$ cat src/sv/wtsp_pkg.sv
// Shared types and constants for the world-to-screen projection pipeline.
// No dependencies.
package wtsp_pkg;

	localparam int ACC_W   = 64;           // clip accumulator width
	localparam int SIZE_W  = 13;           // screen size width
	localparam int PIX_W   = 16;           // pixel coordinate width
	localparam int QUO_W   = 16;           // quotient bits below saturation
	localparam int MPROD_W = ACC_W + SIZE_W;
	localparam int DIV_LAT = QUO_W + 3;    // register stages in a divider lane

	typedef enum logic [2:0] {
		REG_ROW_X    = 3'd0,
		REG_ROW_Y    = 3'd1,
		REG_ROW_W    = 3'd2,
		REG_OFFSET_X = 3'd3,
		REG_OFFSET_Y = 3'd4,
		REG_OFFSET_W = 3'd5,
		REG_WIDTH    = 3'd6,
		REG_HEIGHT   = 3'd7
	} wtsp_reg_t;

	// quotient leaving a divider lane
	typedef struct packed {
		logic             neg;   // numerator was negative
		logic             sat;   // quotient reached 2^16 or more
		logic [QUO_W-1:0] quo;   // magnitude when not saturated
	} wtsp_quo_t;

endpackage

$ cat src/sv/wtsp_affine_row.sv
// One affine row: three coefficient products, then the sum with the offset.
// Depends on wtsp_pkg. Both the products and the sum are registered.
module wtsp_affine_row import wtsp_pkg::*; #(
	parameter int COORD_WIDTH = 32,
	parameter int COEFF_WIDTH = 16
) (
	input  logic                     clk,
	input  logic [3*COEFF_WIDTH-1:0] coeffs,
	input  logic [COORD_WIDTH-1:0]   offset,
	input  logic [COORD_WIDTH-1:0]   pos_x,
	input  logic [COORD_WIDTH-1:0]   pos_y,
	input  logic [COORD_WIDTH-1:0]   pos_z,
	output logic [ACC_W-1:0]         acc
);

	localparam int PROD_W     = COORD_WIDTH + COEFF_WIDTH;
	localparam int COEFF_FRAC = COEFF_WIDTH - 4;

	logic signed [PROD_W-1:0] prod_x_s1, prod_y_s1, prod_z_s1;
	logic signed [ACC_W-1:0]  off_term;

	always_ff @(posedge clk) begin
		prod_x_s1 <= $signed(coeffs[COEFF_WIDTH-1:0]) * $signed(pos_x);
		prod_y_s1 <= $signed(coeffs[2*COEFF_WIDTH-1:COEFF_WIDTH]) * $signed(pos_y);
		prod_z_s1 <= $signed(coeffs[3*COEFF_WIDTH-1:2*COEFF_WIDTH]) * $signed(pos_z);
	end

	assign off_term = ACC_W'($signed(offset)) <<< COEFF_FRAC;

	// sum wraps modulo 2^64
	always_ff @(posedge clk) begin
		acc <= ACC_W'(off_term + ACC_W'(prod_x_s1) + ACC_W'(prod_y_s1) + ACC_W'(prod_z_s1));
	end

endmodule

$ cat config.mk
export PLATFORM = sky130hd
export DESIGN_NAME = wtsp_affine_row
export DESIGN_NICKNAME = d
export VERILOG_FILES = /design/src/sv/wtsp_pkg.sv /design/src/sv/wtsp_affine_row.sv
export SDC_FILE = /design/constraint.sdc
export NUM_CORES = 2
export LEC_CHECK = 0
export BUFFER_PORTS_ARGS = -buffer_cell sky130_fd_sc_hd__buf_2
export CAP_MARGIN = 15
export CORE_ASPECT_RATIO = 0.7
export CORE_MARGIN = 4
export CORE_UTILIZATION = 40
export CTS_CLUSTER_DIAMETER = 40
export DETAILED_ROUTE_END_ITERATION = 6
export PLACE_DENSITY = 0.55
export SYNTH_ARGS = -nofsm -noshare
export SYNTH_HDL_FRONTEND = slang
export SYNTH_SLANG_ARGS = --single-unit
$ cat constraint.sdc
create_clock -name clk -period 6.5 [get_ports clk]
set_input_delay 0 -clock clk [delete_from_list [all_inputs] [get_ports clk]]
set_output_delay 0 -clock clk [all_outputs]
set_load 0.05 [all_outputs]
==> flow_summary.json <==
{
  "cts_buffer_depth": 2,
  "grt_pass1_wl_mm": 282,
  "drt_first_pass_iters": 7,
  "violations": "DRC",
  "wl_mm": 177,
  "drtAntennaViolNets": 0,
  "yosysTopAreaCell": "fa_1",
  "clk_pin_slew_worst_paths_ns": 0.08,
  "synth_compound_area_share_pct": 5.47,
  "die_height_um": 335,
  "core-area_mm2": 0.151,
  "syn_area_per_cell_um2": 9.19,
  "dp.final_hpwl_mm": 157,
  "cts_setup_buffers": 0,
  "critPathBufInv": 7,
  "crit_fanout": 8,
  "grtUsageTotal_pct": 23.1,
  "start_util_pct": 40.4,
  "first_global_vias": 48200,
  "maxCapViolCount": 0,
  "ff2ff_setup_slack_ns": 1.58,
  "die_w_um": 475,
  "cpMostUsedCell": "fa_1",
  "yosys_warnings": 0,
  "rsz0062_at_grt": "false",
  "via_count": 44600,
  "finalCritPeriodShare_pct": 95.7,
  "port_buffers": 240,
  "status": "finished with violations",
  "gr-total-overflow": 0,
  "cts_tree": "done",
  "cts-root-buf": "clkbuf_16",
  "path_delay_family": "adder cells",
  "setup_viol": 0,
  "critPathLaunchType": "input port",
  "synth-xor-area-share_pct": 2.81,
  "nets": 9301,
  "preCtsSetupSlack_ns": -0.365,
  "wire_per_inst_um": 19.2,
  "layout_min_cycle_time_ns": 6.22,
  "fmax_ghz": 0.161,
  "syn-num-nets": 8760,
  "maxSlewHeadroom_pct": 26.3,
  "reg2regPathDepth": 14,
  "synthToLayoutAreaGrowth_pct": 13.0,
  "drcViolationCount": 1,
  "crit_arrival_ns": 6.59,
  "fin_worst_skew_ns": 0.0260,
  "ioPinCount": 241,
  "synthAdderAreaFrac_pct": 58.9,
  "min_path_cells": 3,
  "synth-seq-area-share_pct": 6.40,
  "synthMuxAreaShare_pct": 0,
  "via_per_inst": 4.85,
  "synth_area_mm2": 0.0610,
  "cts.sinks": 195,
  "dieArea_mm2": 0.159,
  "worst_slew_pin_slew_ns": 1.10,
  "synth-simple-area-share_pct": 14.4,
  "synth_top_area_share_pct": 50.6,
  "synth.most_common_cell": "inv_1",
  "numCtsBuffers": 17,
  "timing.hold.ws_ns": 0.0507,
  "slew_violations": 0,
  "htreeDepth": 4,
  "netlist_instances": 6638,
  "setup_ws_ns": 0.277,
  "required_ns": 6.87,
  "synthArstFlopShare_pct": 0,
  "ys_top_cells_by_count": "inv_1, fa_1, nand2_1",
  "crit_slowest_cell": "fa_1",
  "synth_seq_cells": 195,
  "rows": 119,
  "drive_above_1_share_pct": 11.7,
  "synth_cell_types": 61,
  "hp-class": "input port to flop",
  "crit_type": "input port to flop",
  "cp_slowest_stage_delay_ns": 0.54,
  "dr.first_iter.drc_count": 2971,
  "ys_top_cells_by_area": "fa_1, inv_1, ha_1",
  "routabilityCongestion": 0.927,
  "synth-edff-count": 0,
  "crit_cells": 26,
  "synth_ff_type": "dfxtp_1",
  "antenna_found_initial": 22,
  "grt_start_max_net_pins": 26,
  "cp-end-kind": "flop",
  "synth_top_family_by_area": "adder cells",
  "finalHoldViolations": 0,
  "clock_latency_ns": 0.50,
  "fin_setup_tns_ns": 0
}
timing repair:
| item | in CTS | in global routing |
|---|---|---|
| endpoints found under the hold margin | 1 | 0 |
| hold buffers | 1 | 0 |
| gates resized for setup | 0 | 22 |
| endpoints found under the setup margin | 0 | 14 |
kinds of logic (layout without fill, tap and decap cells):
group,count (synthesis),count (layout)
adder cells (fa/ha/maj),1945,1945
buffers and inverters,1942,2495
AND/OR/NAND/NOR,1843,1843
AO/OA/AOI/OAI,517,517
XOR/XNOR,196,196
flip-flops,195,195
other,0,11
worst paths after layout:
path,startpoint,end
worst max register to register,prod_x_s1[12]$_DFF_P_,acc[49]$_DFF_P_
worst max-delay path,pos_x[6],prod_x_s1[47]$_DFF_P_
worst min-delay path,pos_z[0],prod_z_s1[0]$_DFF_P_
worst min register to register,prod_y_s1[0]$_DFF_P_,acc[0]$_DFF_P_
layer usage:
metal	vias up	routed length (µm)	GRT usage [%]
met1	22700	84200	35.2
met3	124	15700	6.20
met5	-	20	0
li1	20400	-	-
met4	2	3360	4.87
met2	1402	73600	32.8
metrics by stage:
stage,utilization (%),instances,cell area [µm²]
floorplan,-,6638,61000
global placement,45.2,9155,68200
detailed placement,45.2,9155,68200
CTS,45.6,9187,68800
global route,45.7,9198,68900
finish,45.7,9198,68900
area by class of cell:
type	instances	area, µm²
clock buffers	17	425
diodes	11	27.5
clock inverters	14	184
flip-flops and latches	195	3900
multi-input cells	4501	49900
repair buffers	781	5730
fillers	14800	82000
well taps	1996	2500
inverters	1683	6320
cells in the final DEF (no fill, tap or decap), types with 14 or more instances in the layout:
cell	synthesis	layout
buf_4	13	502
buf_12	0	36
xnor2_1	141	141
o21a_1	23	23
and3_1	18	18
nand2_1	926	926
and2_1	612	612
dfxtp_1	195	195
nor2_1	155	155
ha_1	401	401
fa_1	1544	1541
nand3_1	29	29
buf_2	0	236
o21bai_1	25	25
a21o_1	97	97
nand2b_1	36	36
xor2_1	55	55
nor3_1	16	15
o21ai_0	79	79
inv_1	1681	1681
a31oi_1	26	25
clkbuf_16	0	17
a21oi_1	169	168
a211oi_1	14	14
tightest hold or removal path, cell delays in order:
cell    delay, ns
buf_2        0.08
buf_4        0.25
and2_1       0.16
state kept, by name, indices dropped and copies added (netlist names):
signal and flops:
prod_y_s1 48, prod_z_s1 48, acc 51, prod_x_s1 48
Power is not shown: default switching activity piles up to over one toggle a cycle in this logic, so the estimate is an artifact.
